--- src/rtl/mrm_pkg.sv ---
// ----------------------------------------------------------------------------
// mrm_pkg
// Shared constants, command codes and pipeline control types of the 4x4
// fixed-point row multiplier.
// ----------------------------------------------------------------------------
package mrm_pkg;

   localparam int DIM_DEF        = 4;
   localparam int FRAC_BITS_DEF  = 16;
   localparam int ELEM_WIDTH_DEF = 32;

   // Element fields carried by one request and one response row.
   localparam int LANES         = 4;
   localparam int ROW_SEL_WIDTH = 2;

   typedef enum logic {
      CMD_LOAD     = 1'b0,
      CMD_MULTIPLY = 1'b1
   } cmd_type;

   // Control into the multiply stage.
   typedef struct packed {
      logic adv;
      logic valid;
   } mul_ctl_type;

   // Advance strobes into the adder tree.
   typedef struct packed {
      logic pair_adv;
      logic total_adv;
   } sum_ctl_type;

   // Occupancy of the adder tree registers.
   typedef struct packed {
      logic pair_valid;
      logic total_valid;
   } sum_sts_type;

endpackage

--- src/rtl/mrm_sum_stage.sv ---
// ----------------------------------------------------------------------------
// mrm_sum_stage
// Two-level registered adder tree: pair sums, then the exact column total.
// ----------------------------------------------------------------------------
module mrm_sum_stage #(
   parameter int ELEM_WIDTH = mrm_pkg::ELEM_WIDTH_DEF
) (
   input  logic                               clock,
   input  logic                               reset,
   input  mrm_pkg::sum_ctl_type               ctl,
   input  logic                               prod_valid,
   input  logic signed [2*ELEM_WIDTH-1:0]     prod [mrm_pkg::LANES][mrm_pkg::LANES],
   output mrm_pkg::sum_sts_type               sts,
   output logic signed [2*ELEM_WIDTH+1:0]     total_ff [mrm_pkg::LANES]
);
   import mrm_pkg::*;

   localparam int PW    = 2 * ELEM_WIDTH;
   localparam int PAIRS = LANES / 2;

   logic signed [PW:0]   pair_in  [LANES][PAIRS];
   logic signed [PW:0]   pair_ff  [LANES][PAIRS];
   logic signed [PW+1:0] total_in [LANES];
   logic                 pair_valid_ff;
   logic                 total_valid_ff;

   always_comb begin
      for (int c = 0; c < LANES; c++) begin
         for (int h = 0; h < PAIRS; h++) begin
            pair_in[c][h] = prod[c][2*h] + prod[c][2*h+1];
         end
         total_in[c] = pair_ff[c][0] + pair_ff[c][1];
      end
   end

   always_ff @(posedge clock) begin
      if (reset) begin
         pair_valid_ff  <= 1'b0;
         total_valid_ff <= 1'b0;
      end else begin
         if (ctl.pair_adv) begin
            pair_valid_ff <= prod_valid;
         end
         if (ctl.total_adv) begin
            total_valid_ff <= pair_valid_ff;
         end
      end
   end

   always_ff @(posedge clock) begin
      if (ctl.pair_adv) begin
         pair_ff <= pair_in;
      end
      if (ctl.total_adv) begin
         total_ff <= total_in;
      end
   end

   assign sts.pair_valid  = pair_valid_ff;
   assign sts.total_valid = total_valid_ff;

endmodule

--- config.mk ---
export PLATFORM = sky130hd
export DESIGN_NAME = mrm_sum_stage
export DESIGN_NICKNAME = d
export VERILOG_FILES = /design/src/rtl/mrm_pkg.sv /design/src/rtl/mrm_sum_stage.sv
export SDC_FILE = /design/constraint.sdc
export NUM_CORES = 2
export LEC_CHECK = 0
export BUFFER_PORTS_ARGS = -buffer_cell sky130_fd_sc_hd__buf_2
export CORE_AREA = 2 2 499 501
export CTS_BUF_LIST = sky130_fd_sc_hd__clkbuf_2
export DETAILED_ROUTE_END_ITERATION = 16
export DIE_AREA = 0 0 501 503
export PLACE_DENSITY = 0.49
export SYNTH_ARGS = -nofsm -noshare
export SYNTH_HDL_FRONTEND = slang
export SYNTH_SLANG_ARGS = --single-unit
--- constraint.sdc ---
create_clock -name clock -period 4.86 [get_ports clock]
set_input_delay 0.243 -clock clock [delete_from_list [all_inputs] [get_ports clock]]
set_output_delay 0.243 -clock clock [all_outputs]
set_load 0.02 [all_outputs]
==> results.rst, run 1 <==
.. list-table::
   :header-rows: 1

   * - Metric
     - Value
   * - Run status
     - aborted with a tool error
   * - Failing step
     - 4_1_cts
   * - Err
     - [ERROR RSZ-0060] Max buffer count reached.
   * - Total number of clock tree sinks
     - between 700 and 800
   * - Count of hold buffers inserted by post-cts repair
     - around 2400
   * - Effective utilization at floorplan
     - 27.2%
   * - Most common library cells after synthesis
     - 854 x a21oi_1, 784 x edfxtp_1, 772 x ha_1
   * - Number of unique standard cell types used by synthesis
     - 100
   * - Die boundary width
     - 501 µm
   * - Cell accounting for the most synthesized area
     - edfxtp_1
   * - Netlist area before placement
     - 0.0672 mm²
   * - Synthesized instance count
     - 7235
   * - Number of buffers on the longest clock path
     - 3
   * - Standard-cell rows
     - about 180
   * - Most frequently used cell type in the post-synthesis netlist
     - a21oi_1
   * - PortBufs
     - about 1300
   * - I/O pin count
     - 1295
   * - Count of H-tree levels built during CTS
     - 4
   * - Async SR Flop Fraction
     - 0%
   * - Syn Area/Cell
     - around 9.3 µm²
   * - Post-CTS Resized
     - 0
   * - Number of flops mapped to enable cells by yosys
     - 784
   * - Top cell type's share of synthesized area
     - 35.0%
   * - Synthesized Nets
     - 9048
   * - Dominant register cell in the synthesized netlist
     - edfxtp_1
   * - Number of synthesized register bits
     - 786
   * - Die height
     - 503 µm
   * - HPWL reported at the end of detailed placement
     - 262000 µm
   * - Number of buffers inserted by post-CTS setup repair
     - 0
   * - Placed cell count
     - 11500
   * - TritonCTS buffer count
     - between 200 and 250
   * - Sequential fraction of the synthesis area
     - 35.1%
   * - Routability Congestion
     - 0.988
   * - Total number of yosys warnings
     - 0
   * - Clk Tree Root Cell
     - clkbuf_2
   * - Main area contributors after synthesis
     - edfxtp_1 35%, ha_1 14%, a21oi_1 6.4%
## kinds of logic after synthesis
group                    share of synthesized area, %
AO/OA/AOI/OAI                                    24.9
buffers and inverters                            2.86
multiplexers                                    0.121
AND/OR/NAND/NOR                                  13.1
XOR/XNOR                                         9.24
flip-flops                                       35.1
adder cells (fa/ha/maj)                          14.7
## through the flow
| stage | util (%) | instance area, µm² | worst slack (ns) | hold slack, ns |
|---|---|---|---|---|
| after detailed placement | 31.2 | 77200 | 0.375 | 0.424 |
| after global placement | 31.2 | 77200 | 0.236 | 0.421 |
| after floorplan | - | 67200 | 1.35 | 0.315 |
==> run 2, diff against run 1 <==
--- a/config.mk
+++ b/config.mk
@@ -6,11 +6,10 @@
 export NUM_CORES = 2
 export LEC_CHECK = 0
 export BUFFER_PORTS_ARGS = -buffer_cell sky130_fd_sc_hd__buf_2
-export CORE_AREA = 2 2 499 501
-export CTS_BUF_LIST = sky130_fd_sc_hd__clkbuf_2
+export CORE_AREA = 2 2 508 510
 export DETAILED_ROUTE_END_ITERATION = 16
-export DIE_AREA = 0 0 501 503
-export PLACE_DENSITY = 0.49
+export DIE_AREA = 0 0 510 512
+export PLACE_DENSITY_LB_ADDON = 0.15
 export SYNTH_ARGS = -nofsm -noshare
 export SYNTH_HDL_FRONTEND = slang
 export SYNTH_SLANG_ARGS = --single-unit
==> results.rst, run 2 <==
.. list-table::
   :header-rows: 1

   * - Metric
     - Value
   * - Number of optimization iterations in the first detailed-route pass
     - 6
   * - Leakage
     - ~0.036 µW
   * - Max-cap viol count
     - 0
   * - Top cell type's share of synthesized area
     - 35.0% (unchanged)
   * - Ratio of final minimum period to clock period
     - 93.0%
   * - Cell accounting for the most synthesized area
     - edfxtp_1
   * - Die boundary width
     - 510 µm (+1.8%)
   * - TritonCTS buffer count
     - 106 (-53%)
   * - Clk Tree Root Cell
     - clkbuf_16
   * - Main area contributors after synthesis
     - edfxtp_1 35%, ha_1 14%, a21oi_1 6.4%
   * - Overall routed net length
     - 316000 µm
   * - Arrival time of the worst setup path
     - 5.02 ns
   * - Most common library cells after synthesis
     - 854 x a21oi_1, 784 x edfxtp_1, 772 x ha_1
   * - Vias in the first global route
     - between 60000 and 70000
   * - Total number of yosys warnings
     - 0 (unchanged)
   * - Die height
     - 512 µm (+1.8%)
   * - Net switching power of the design
     - 14500 µW
   * - Type of element capturing the critical path
     - flip-flop
   * - Flop2flop setup slack
     - 0.42 ns
   * - Number of buffers on the longest clock path
     - 3 (unchanged)
   * - Run status
     - complete, no violations
   * - Multi-input logic area
     - 0.0417 mm²
   * - Sink of the worst hold path
     - pair_ff[263]$_DFFE_PP_
   * - Number of synthesized register bits
     - 786 (unchanged)
   * - Standard-cell rows
     - 186 (+1.6%)
   * - HPWL reported at the end of detailed placement
     - 269000 µm (+2.6%)
   * - Clock transition at the registers of the reported paths
     - 0.06 ns
   * - Max FFs per register
     - 520
   * - PortBufs
     - 1294 (unchanged)
   * - Max stage delay on crit path
     - approximately 0.57 ns
   * - Synthesized Nets
     - 9048 (unchanged)
   * - Max_slew headroom
     - 21.5%
   * - Hold violation total from the final report
     - 0
   * - Vias per cell
     - around 5.2
   * - Final slew viol count
     - 0
   * - Unrepaired setup endpoints after global routing
     - false
   * - Later-pin clock latency in the skew report
     - 0.79 ns
   * - R2R Path Start
     - pair_ff[390]$_DFFE_PP_
   * - Final instance area
     - ~0.083 mm²
   * - Sw Ratio
     - between 40% and 50%
   * - Drt drc
     - 0
   * - ANT nets after route
     - 0
   * - Critical Path RT
     - ~5.4 ns
   * - Fmax achieved
     - 221 MHz
   * - Area taken by flip-flops and latches
     - 0.0236 mm²
   * - Critical path class
     - input port to flip-flop
   * - Dominant register cell in the synthesized netlist
     - edfxtp_1
   * - Combinational share of power
     - 45.7%
   * - Largest registers
     - pair_ff (520), total_ff (264)
   * - Wire length of the first global-routing pass
     - roughly 440000 µm
   * - Total of endpoints with negative setup slack in the final report
     - 0
   * - Critical-path top delay cell
     - dlygate4sd3_1
   * - Worst min path class
     - input port to flip-flop
   * - Final global-route overflow total
     - 0
   * - CTS tree
     - built
   * - Clock power frac
     - 23.5%
   * - Global-route usage over all layers
     - 23.2%
   * - Sequential fraction of the synthesis area
     - 35.1% (unchanged)
   * - Core Box Area
     - roughly 0.26 mm²
   * - Hold path startpoint
     - prod[515]
   * - Slew @ Worst Pin
     - 1.17 ns
   * - Most frequently used cell type in the post-synthesis netlist
     - a21oi_1
   * - Worst reg2reg path depth
     - 14
   * - Number of antenna violations at the first check in global routing
     - 91
   * - Cell internal pwr
     - 20300 µW
   * - Most used cells in the layout excluding fill and tap cells
     - 1292 x buf_2, 854 x a21oi_1, 784 x edfxtp_1
   * - Signed area change from the synthesized netlist to the final layout
     - 24.0%
   * - Maximum number of pins on one net before global-route repair
     - ~110
   * - Syn Area/Cell
     - 9.29 µm² (unchanged)
   * - Final total negative setup slack
     - 0 ns
   * - Netlist area before placement
     - 0.0672 mm² (unchanged)
   * - Layout cell share with drive strength beyond 1
     - 17.9%
   * - Fill count
     - between 20000 and 30000
   * - Launch point of the worst path
     - prod[832]
   * - Number of unique standard cell types used by synthesis
     - 100 (unchanged)
   * - Routability Congestion
     - 0.983 (-0.50%)
   * - Effective utilization at floorplan
     - 26.3% (-0.93 points)
   * - Number of flops mapped to enable cells by yosys
     - 784 (unchanged)
   * - Most frequent standard cell in the layout excluding fill and tap cells
     - buf_2
   * - Worst hold stages
     - 3
   * - Standard cell area after detailed placement
     - 0.0773 mm² (+0.17%)
   * - Power density relative to cell area
     - 418 mW/mm²
   * - Final min period
     - 4.52 ns
   * - Total number of clock tree sinks
     - 786 (unchanged)
   * - Element type at the critical path start
     - input port
   * - Starting DRC count in detailed routing
     - 4833
   * - Most used cell, CP
     - dlygate4sd3_1
   * - Routed len/inst
     - 26.0 µm
   * - Count of H-tree levels built during CTS
     - 3 (-1)
   * - Worst reg2reg path endpoint
     - total_ff[256]$_DFFE_PP_
   * - Top register by number of flip-flops
     - pair_ff
   * - Overall die area
     - approximately 0.26 mm²
   * - Smallest hold slack
     - 0.0768 ns
   * - Async SR Flop Fraction
     - 0% (unchanged)
   * - Sequential fraction of design power
     - 30.8%
   * - Worst clock skew
     - 0.0552 ns
   * - Worst vdd ir
     - 274 µV
   * - Synthesized instance count
     - 7235 (unchanged)
   * - Vias
     - 63700
   * - Net total in the final layout
     - approximately 10000
   * - Worst-path cell chain
     - dlygate4sd3_1 -> buf_2 -> ha_1 -> fa_1 -> a211oi_2 -> o211ai_1 -> a221o_1 -> a31o_2 -> o21ai_2 -> a31oi_1 -> a32oi_2 -> buf_4 -> o2111ai_1 -> a31o_1 -> a211oi_1 -> dlygate4sd3_1 -> nor2_1
   * - I/O pin count
     - 1295 (unchanged)
   * - Worst-path maximum fanout
     - 5
## run 2: cell counts after synthesis
Identical to the previous run, type by type.
## run 2: metrics by stage
step | std cells | util [%] | power, µW | worst slack (ns)
finish | 12200 | 32.6 | 34900 | 0.342
global route | 12100 | 32.6 | 36800 | 0.0916
CTS | 12100 | 32.5 | 35100 | 0.274
detailed placement | 11700 | 30.2 | 26500 | 0.403
global placement | 11700 | 30.2 | 26500 | 0.438
floorplan | 7235 | - | 20100 | 1.35
## run 2: how the worst max path moves through the flow
stage          cells after the start  slack (ns)                     end
2_1_floorplan                     13        1.35  pair_ff[452]$_DFFE_PP_
3_3_place_gp                      15        0.44  pair_ff[253]$_DFFE_PP_
3_5_place_dp                      15        0.40  pair_ff[253]$_DFFE_PP_
4_1_cts                           17        0.27  pair_ff[446]$_DFFE_PP_
5_1_grt                           17        0.09  pair_ff[446]$_DFFE_PP_
6_report                          17        0.34  pair_ff[446]$_DFFE_PP_
## run 2: final cells by class
class / instances / share of cell area (%)
Multi-Input combinational cell: 5943 / 50.1
Sequential cell: 786 / 28.3
Timing Repair Buffer: 1576 / 11.1
Tap cell: 3384 / 5.08
Clock buffer: 122 / 3.28
Inverter: 231 / 1.04
Clock inverter: 70 / 1.00
Antenna cell: 40 / 0.120
## run 2: repair_timing
| action | CTS | global route |
|---|---|---|
| buffers inserted | 0 | 0 |
| hold endpoints to repair | 189 | 0 |
| hold buffers | 238 | 0 |
| setup endpoints to repair | 0 | 1 |
| resized for setup | 0 | 1 |
## run 2: logic make-up (layout without fill, tap and decap cells)
kind of cell	count (synthesis)	count (layout)	share of synthesized area (%)
simple gates	1825	1825	13.1
compound gates	2617	2617	24.9
mux	8	8	0.121
xor+xnor	709	709	9.24
buf+inv	506	1999	2.86
other cells	0	40	0
fa+ha+maj	784	784	14.7
flops	786	786	35.1
## run 2: power groups by stage
stage / registers (µW) / logic (µW) / clock network [µW]
after floorplan: 11500 / 8660 / 0
after global placement: 10900 / 15600 / 0
after detailed placement: 10900 / 15600 / 0
after CTS: 10800 / 15900 / 8500
after global routing: 10900 / 17300 / 8710
final: 10700 / 15900 / 8200
## run 2: worst max-delay path: cells and delay by family
kind,cells,cell delay (ns)
and+or+nand+nor,1,0.04
AOI/OAI and AO/OA,10,2.68
adders and majority gates,2,0.65
buffers and inverters,4,1.39
## run 2: metal layers
layer | global-route usage (%) | up-vias | share of wire, %
met3 | 4.02 | 389 | 6.2
met2 | 38.4 | 2231 | 46
met1 | 30.2 | 30900 | 44
met5 | 0 | - | 0.063
met4 | 7.91 | 30 | 3.6
li1 | - | 30200 | -
(Power assumes the default switching activity.)
