<file path="src/rtl/mrm_pkg.sv">
// ----------------------------------------------------------------------------
// mrm_pkg
// Shared constants, command codes and pipeline control types of the 4x4
// fixed-point row multiplier.
// ----------------------------------------------------------------------------
package mrm_pkg;

   localparam int DIM_DEF        = 4;
   localparam int FRAC_BITS_DEF  = 16;
   localparam int ELEM_WIDTH_DEF = 32;

   // Element fields carried by one request and one response row.
   localparam int LANES         = 4;
   localparam int ROW_SEL_WIDTH = 2;

   typedef enum logic {
      CMD_LOAD     = 1'b0,
      CMD_MULTIPLY = 1'b1
   } cmd_type;

   // Control into the multiply stage.
   typedef struct packed {
      logic adv;
      logic valid;
   } mul_ctl_type;

   // Advance strobes into the adder tree.
   typedef struct packed {
      logic pair_adv;
      logic total_adv;
   } sum_ctl_type;

   // Occupancy of the adder tree registers.
   typedef struct packed {
      logic pair_valid;
      logic total_valid;
   } sum_sts_type;

endpackage

</file>
<file path="src/rtl/mrm_sat_stage.sv">
// ----------------------------------------------------------------------------
// mrm_sat_stage
// Arithmetic shift by the fraction bits, saturation to the element width,
// and the response output register.
// ----------------------------------------------------------------------------
module mrm_sat_stage #(
   parameter int FRAC_BITS  = mrm_pkg::FRAC_BITS_DEF,
   parameter int ELEM_WIDTH = mrm_pkg::ELEM_WIDTH_DEF
) (
   input  logic                             clock,
   input  logic                             reset,
   input  logic                             adv,
   input  logic                             total_valid,
   input  logic signed [2*ELEM_WIDTH+1:0]   total [mrm_pkg::LANES],
   output logic                             out_valid_ff,
   output logic signed [ELEM_WIDTH-1:0]     out_prod_ff [mrm_pkg::LANES],
   output logic                             out_ovf_ff
);
   import mrm_pkg::*;

   localparam int SW = 2 * ELEM_WIDTH + 2;
   localparam logic [ELEM_WIDTH-1:0] SAT_MAX = {1'b0, {(ELEM_WIDTH-1){1'b1}}};
   localparam logic [ELEM_WIDTH-1:0] SAT_MIN = {1'b1, {(ELEM_WIDTH-1){1'b0}}};

   logic signed [SW-1:0]         shifted     [LANES];
   logic signed [ELEM_WIDTH-1:0] out_prod_in [LANES];
   logic [LANES-1:0]             clip;
   logic                         out_ovf_in;

   always_comb begin
      for (int c = 0; c < LANES; c++) begin
         shifted[c] = total[c] >>> FRAC_BITS;
         // in range when every bit from the element sign upward agrees
         clip[c] = !((&shifted[c][SW-1:ELEM_WIDTH-1]) || !(|shifted[c][SW-1:ELEM_WIDTH-1]));
         if (!clip[c]) begin
            out_prod_in[c] = shifted[c][ELEM_WIDTH-1:0];
         end else if (shifted[c][SW-1]) begin
            out_prod_in[c] = SAT_MIN;
         end else begin
            out_prod_in[c] = SAT_MAX;
         end
      end
      out_ovf_in = |clip;
   end

   always_ff @(posedge clock) begin
      if (reset) begin
         out_valid_ff <= 1'b0;
      end else if (adv) begin
         out_valid_ff <= total_valid;
      end
   end

   always_ff @(posedge clock) begin
      if (adv) begin
         out_prod_ff <= out_prod_in;
         out_ovf_ff  <= out_ovf_in;
      end
   end

endmodule

</file>
<file path="config.mk">
export PLATFORM = sky130hd
export DESIGN_NAME = mrm_sat_stage
export DESIGN_NICKNAME = d
export VERILOG_FILES = /design/src/rtl/mrm_pkg.sv /design/src/rtl/mrm_sat_stage.sv
export SDC_FILE = /design/constraint.sdc
export NUM_CORES = 1
export LEC_CHECK = 0
export BUFFER_PORTS_ARGS = -buffer_cell sky130_fd_sc_hd__buf_2
export CAP_MARGIN = 20
export CORE_AREA = 2 2 153 155
export CTS_CLUSTER_DIAMETER = 100
export CTS_CLUSTER_SIZE = 30
export DETAILED_ROUTE_END_ITERATION = 6
export DIE_AREA = 0 0 155 157
export HOLD_SLACK_MARGIN = 0.1
export PLACE_DENSITY = 0.56
export SYNTH_ARGS = -nofsm -noshare
export SYNTH_HDL_FRONTEND = slang
export SYNTH_SLANG_ARGS = --single-unit
</file>
<file path="constraint.sdc">
create_clock -name clock -period 1.9 [get_ports clock]
set_input_delay 0.38 -clock clock [delete_from_list [all_inputs] [get_ports clock]]
set_output_delay 0.38 -clock clock [all_outputs]
set_load 0.02 [all_outputs]
</file>
**Word-level counts from Yosys, hierarchy flattened**

Cells that the tools add are included.

- Flip-flop bits (word level): 130
- Input port bits: 268
- Output and inout port bits: 130
- Word-level logic and storage cells: 35

- Muxes and demuxes: 8
- Reductions and logical operators: 21

Operator list:

| kind | count |
|---|---|
| 32-bit two-way mux | 8 |
| 19-bit AND reduction | 4 |
| 19-bit OR reduction | 4 |
| 1-bit logical NOT | 8 |
| 1-bit logical OR | 4 |
| 4-bit OR reduction | 1 |

**Longest topological paths before layout**

Gate-level depths: netlist (run 1).

- Depth in word-level cells: 5
- Depth in mapped cells: 6

**Worst setup path before layout (run 1)**

Ideal clock, no wire load.

- Path type: input port to flip-flop
- From: input port total[256] (netlist name)
- To: register out_prod_ff[117] (netlist name) (data pin)
- Library setup time: 254 ps
- Arrival time: 1423 ps
- Path slack: 222 ps
- Stages: 6
- Path buffers: 1
- Cell sequence: nor4_1 -> nand4_1 -> nor4_2 -> a311oi_2 -> buf_6 -> a21o_2

RTL lines:

| item | line | source |
|---|---|---|
| from (decl) | mrm_sat_stage.sv:14 | `input logic signed [2*ELEM_WIDTH+1:0] total [mrm_pkg::LANES],` |
| to (signal assigned) | mrm_sat_stage.sv:56 | `out_prod_ff <= out_prod_in;` |
| to (decl) | mrm_sat_stage.sv:16 | `output logic signed [ELEM_WIDTH-1:0] out_prod_ff [mrm_pkg::LANES],` |

==> summary.txt, run 1 <==
Die ar.: 24,300 µm²
final instance area: 8540 µm²
total congestion overflow: 0
first-pass GRT wire length: 23,200 µm
WL per Instance: 15.5 µm
Leak: 4.00 nW
Placed Cells: 974
IO Count: 398
Fillers: 2,215
Slew Limit Fails: 0
most frequent cells in the layout: 332 x buf_2, 129 x edfxtp_1, 85 x a21o_2
chip width: 155 µm
Yosys reg bits: 130
hpwl dp: 11,800 µm
Critical Path Start: total[131]
clk_skew: 0 ns
PnR Total Power: 0.00810 W
Worst setup EP type: flip-flop
DRC: 0
CP Launch Type: input pin
crit path cell chain: buf_2 -> nor4_1 -> nand4_1 -> nor4_2 -> buf_4 -> a311oi_4 -> buf_4 -> a21o_2
vias per std cell: 4.39
mapped cell area: 5640 µm²
warning count from the yosys run: 0
status: completed
CP most frequent cell: buf_4
Worst-Skew Late Latency: 0.41 ns
Root Buffer: clkbuf_16
commonest non-fill, non-tap cell in the layout: buf_2
Clock Tree Buf Depth: 2
Placement Rows: 55
Initial Utilization: 0.251
Slew @ Worst Pin: 0.552 ns
drt total wl: 15,700 µm
detailed-route via count: 4,426
post-synthesis sequential area ratio: 0.690
Crit Reg-Reg Startpoint: out_valid_ff$_SDFFE_PP0P_
Worst Path Required: 2.07 ns
TNS Setup: 0 ns
Syn Inst Count: 345
largest net degree at the start of global routing: 45
peak fanout along the critical path: 8
Highest Signal Layer: met4
placed inst area: 7880 µm²
Max Cap Viol: 0
clock sink count: 130
gr usage total: 0.125
antenna-violating nets left: 0
Hold Crit Start: total_valid
Post-CTS Setup Inserts: 0
Max Freq: 644 MHz
met3 wire len: 1540 µm
Crit Path Category: in2reg
Pwr per Cell Area: 949 nW/µm²
initial antenna violation count: 1
number of global-route vias before repair: 4,466
maximum vdd ir drop: 0.484 mV
Clk pin slew, worst setup/hold paths: 0.06 ns
met2 wire length: 7790 µm
Starting DRT DRC Count: 187
critical path arrival: 1.72 ns
hold buffer count at CTS: 1
Layout area overhead: 51.2%
min Tclk post-route: 1.55 ns
PortBufs: 333
worst path bufs/invs: 3
crit path max-delay cell type: nor4_1
Distinct cells, synth: 18
Resized cells post-CTS: 0
final cell count without fillers: 1,009
Nets: 977
DR pass1 iterations: 4
crit share post-route: 0.817
Syn Area/Cell: 16.4 µm²
synthesized net count: 613
final setup violation count: 0
Core ar.: 22,500 µm²
Chip Height: 157 µm
H-Tree Level Count: 4
RSZ-0062 raised after global routing: no
met1 wire length: 6170 µm
relative slew slack: 0.632
Final Hold Vio Count: 0
Largest stage delay, worst path: 0.29 ns
worst hold path type: in2reg
Final GP Congestion: 0.755
layout cells sized above 1: 0.689
cts bufs inserted: 17
Worst path top cell family by delay: simple AND/OR/NAND/NOR gates
CTS tree: built
==> sequential cells by signal (all words and copies together) (netlist names) <==
| signal | flops |
|---|---|
| out_prod_ff | 128 |
| out_ovf_ff | 1 |
| out_valid_ff | 1 |
==> cell usage after synthesis (all sizes together) <==
library cell	n	share of area
nor4	20	0.027
a31o	4	0.0062
a311oi	4	0.0095
dlygate4sd3	3	0.0053
and3	4	0.0044
mux2i	1	0.0018
dfxtp	1	0.0035
buf	24	0.043
edfxtp	129	0.69
clkbuf	1	0.00066
nor2	9	0.0060
a21o	124	0.18
nand4	21	0.023
==> routing by layer <==
metal | global-route usage | up-vias
met5 | 0 | -
met4 | 0.0428 | 0
met3 | 0.0592 | 13
met2 | 0.211 | 202
met1 | 0.138 | 2087
li1 | - | 2124
==> tightest hold or removal path, cell delays in order <==
cell	delay [ns]
buf_2	0.07
mux2i_1	0.05
nor2_1	0.07
==> metrics by stage <==
| stage | hold slack [ns] | worst slack [ns] | utilization |
|---|---|---|---|
| 2_1_floorplan | 0.452 | 0.222 | - |
| 3_3_place_gp | 0.476 | -0.0927 | 0.350 |
| 3_5_place_dp | 0.485 | -0.121 | 0.350 |
| 4_1_cts | 0.182 | 0.328 | 0.379 |
| 5_1_grt | 0.200 | 0.213 | 0.379 |
| 6_report | 0.199 | 0.348 | 0.379 |
==> worst paths after layout <==
| check | end | slack (ns) | depth (start not counted) |
|---|---|---|---|
| worst max-delay path | out_prod_ff[50]$_DFFE_PP_ | 0.35 | 8 |
| worst min-delay path | out_valid_ff$_SDFFE_PP0P_ | 0.20 | 3 |
| worst max register to register | out_valid_ff$_SDFFE_PP0P_ | 1.32 | 2 |
| worst min register to register | out_valid_ff$_SDFFE_PP0P_ | 0.50 | 2 |
==> final cells by class <==
type / count / area [µm²] / share of cell area
clock buffer: 17 / 425 / 0.0498
clock inverter: 14 / 211 / 0.0248
sequential: 130 / 3890 / 0.456
multi-input combinational: 187 / 1530 / 0.179
antenna: 3 / 7.51 / 0.000880
tap: 285 / 357 / 0.0418
timing repair buffer: 373 / 2110 / 0.248
==> logic make-up after synthesis <==
group / synth area share
AO/OA/AOI/OAI: 0.200
buffers and inverters: 0.0485
flip-flops: 0.690
multiplexers: 0.00177
AND/OR/NAND/NOR: 0.0603
==> power by group <==
group / internal (W) / switching, W
registers: 0.00340 / 0.0000526
logic: 0.000448 / 0.000608
clock network: 0.00232 / 0.00127
Power figures use the tool's default switching activity.
==> run 2, diff against run 1 <==
--- a/config.mk
+++ b/config.mk
@@ -13,7 +13,7 @@
 export DETAILED_ROUTE_END_ITERATION = 6
 export DIE_AREA = 0 0 155 157
 export HOLD_SLACK_MARGIN = 0.1
-export PLACE_DENSITY = 0.56
+export PLACE_DENSITY = 0.58
 export SYNTH_ARGS = -nofsm -noshare
 export SYNTH_HDL_FRONTEND = slang
 export SYNTH_SLANG_ARGS = --single-unit
==> constraint.sdc (replaced) <==
create_clock -name clock -period 1.42 [get_ports clock]
set_input_delay 0.284 -clock clock [delete_from_list [all_inputs] [get_ports clock]]
set_output_delay 0.284 -clock clock [all_outputs]
set_load 0.02 [all_outputs]
==> run 2 against run 1 <==
Effect of this change: the flow now finishes with violations (setup timing); critical endpoint is now out_prod_ff[36]$_DFFE_PP_; die area is the same; flip-flop and latch count unchanged; core utilization is 3.5 points higher; power is 32% higher; non-clock buffer count up 11; cell area rose by 9.2%; hold slack worse by 0.070 ns; highest routed layer unchanged; count of clock-buffer cells in the layout grew 1; via count grew 3.3%; clock skew is the same; critical path depth stayed put.
==> summary.txt, run 2 (synthesis results as in run 1) <==
post-layout util: 0.414
Layout area overhead: 65.1%
critical path arrival: 1.63 ns
hpwl dp: 12,000 µm
Largest register FFs: 128
Starting DRT DRC Count: 191
final cell count without fillers: 1,019
placed inst area: 8050 µm²
failing checks: setup timing
Final Hold Vio Count: 0
Worst setup EP type: flip-flop
Final GP Congestion: 0.777
FF-to-FF setup slack: 0.84 ns
crit share post-route: 1.03
Placement Rows: 55
Post-CTS Setup Inserts: 0
drt total wl: 17,100 µm
IO Count: 398
clk_skew: 0 ns
PortBufs: 333
TNS Setup: -0.948 ns
commonest non-fill, non-tap cell in the layout: buf_2
Root Buffer: clkbuf_16
WL per Instance: 16.7 µm
Slew @ Worst Pin: 0.645 ns
gr usage total: 0.123
total congestion overflow: 0
peak fanout along the critical path: 10
layout cells sized above 1: 0.717
crit path cell chain: buf_2 -> nor4_2 -> nand4_1 -> nor4_2 -> buf_4 -> a311oi_4 -> clkbuf_16 -> a21o_2
initial antenna violation count: 1
Hold Crit Start: total_valid
worst path bufs/invs: 3
CP most frequent cell: nor4_2
Core ar.: 22,500 µm²
reg2reg path depth: 2
Slew Limit Fails: 0
first-pass GRT wire length: 23,100 µm
antenna-violating nets left: 0
Max Freq: 682 MHz
Max Cap Viol: 0
status: finished with violations
Worst-Skew Late Latency: 0.41 ns
Clk pin slew, worst setup/hold paths: 0.06 ns
relative slew slack: 0.570
CP Launch Type: input pin
DR pass1 iterations: 4
Largest Register: out_prod_ff
Die ar.: 24,300 µm²
final setup violation count: 54
Chip Height: 157 µm
clock sink count: 130
RR Endpoint: out_valid_ff$_SDFFE_PP0P_
Worst Path Required: 1.58 ns
Worst Hold Endpoint: out_valid_ff$_SDFFE_PP0P_
hold-critical path depth: 3
chip width: 155 µm
ANT cells: 0
Fillers: 2,100
crit path max-delay cell type: nor4_2
Worst path top cell family by delay: simple AND/OR/NAND/NOR gates
H-Tree Level Count: 4
DRC: 0
detailed-route via count: 4,571
largest net degree at the start of global routing: 40
maximum vdd ir drop: 0.659 mV
final instance area: 9320 µm²
CTS tree: built
Largest stage delay, worst path: 0.26 ns
Crit Reg-Reg Startpoint: out_valid_ff$_SDFFE_PP0P_
min Tclk post-route: 1.47 ns
number of global-route vias before repair: 4,418
RSZ-0062 raised after global routing: yes
Setup WS post-layout: -0.0455 ns
Pwr per Cell Area: 1150 nW/µm²
Initial Utilization: 0.251
most frequent cells in the layout: 314 x buf_2, 129 x edfxtp_1, 46 x a21o_2
cts bufs inserted: 17
Clock Tree Buf Depth: 2
worst hold path type: in2reg
Nets: 989
Placed Cells: 977
Leak: 4.20 nW
Largest regs: out_prod_ff x128, out_ovf_ff x1, out_valid_ff x1
vias per std cell: 4.49
Crit Path Category: in2reg
-- run 2: cell types whose count changed in the layout (fill, tap and decap cells not counted), sizes merged --
cell / delta
inv: -1
clkinv: +3
diode: -3
bufinv: -2
a311oi: +1
buf: +5
clkbuf: +6
dlygate4sd3: +1
-- run 2: worst register-to-register path, cell delays in order, from the launching register on --
cell and delay (ns):
dfxtp_1 0.30, mux2i_1 0.12, nor2_1 0.05
-- run 2: cell type report --
cell class / count / area [µm²] / share of cell area
multi-input cells: 188 / 2000 / 0.215
flip-flops and latches: 130 / 3890 / 0.418
repair buffers: 384 / 2470 / 0.265
well taps: 285 / 357 / 0.0383
clock buffers: 18 / 429 / 0.0460
clock inverters: 14 / 164 / 0.0176
-- run 2: what timing repair did --
item | in CTS | in global routing
hold endpoints to repair | 1 | 1
endpoints found under the setup margin | 0 | 121
hold buffers | 1 | 1
gates resized for setup | 0 | 95
-- run 2: how the worst max path moves through the flow --
stage | to | cells after the start | startpoint | slack, ns
2_1_floorplan | out_prod_ff[117]$_DFFE_PP_ | 6 | total[256] | -0.15
3_3_place_gp | out_prod_ff[100]$_DFFE_PP_ | 8 | total[263] | -0.45
3_5_place_dp | out_prod_ff[99]$_DFFE_PP_ | 8 | total[263] | -0.43
4_1_cts | out_prod_ff[99]$_DFFE_PP_ | 8 | total[263] | 0.001
5_1_grt | out_prod_ff[11]$_DFFE_PP_ | 8 | total[51] | -0.10
6_report | out_prod_ff[36]$_DFFE_PP_ | 8 | total[114] | -0.05
-- run 2: through the flow --
step / total power [W] / hold slack (ns) / worst slack (ns)
2_1_floorplan: 0.00538 / 0.356 / -0.150
3_3_place_gp: 0.00617 / 0.448 / -0.449
3_5_place_dp: 0.00618 / 0.448 / -0.435
4_1_cts: 0.0107 / 0.111 / 0.00126
5_1_grt: 0.0111 / 0.103 / -0.104
6_report: 0.0107 / 0.129 / -0.0455
-- run 2: power breakdown --
group | internal (W) | total [W] | switching, W
registers | 0.00455 | 0.00462 | 0.0000681
logic | 0.000740 | 0.00165 | 0.000909
clock network | 0.00275 | 0.00442 | 0.00167
total | 0.00805 | 0.0107 | 0.00264
-- run 2: metal layers --
metal / routed length, µm / global-route usage / up-vias
li1: - / - / 2156
met1: 6370 / 0.131 / 2198
met2: 8950 / 0.217 / 186
met3: 1340 / 0.0515 / 31
met4: 403 / 0.0494 / 0
met5: 0 / 0 / -
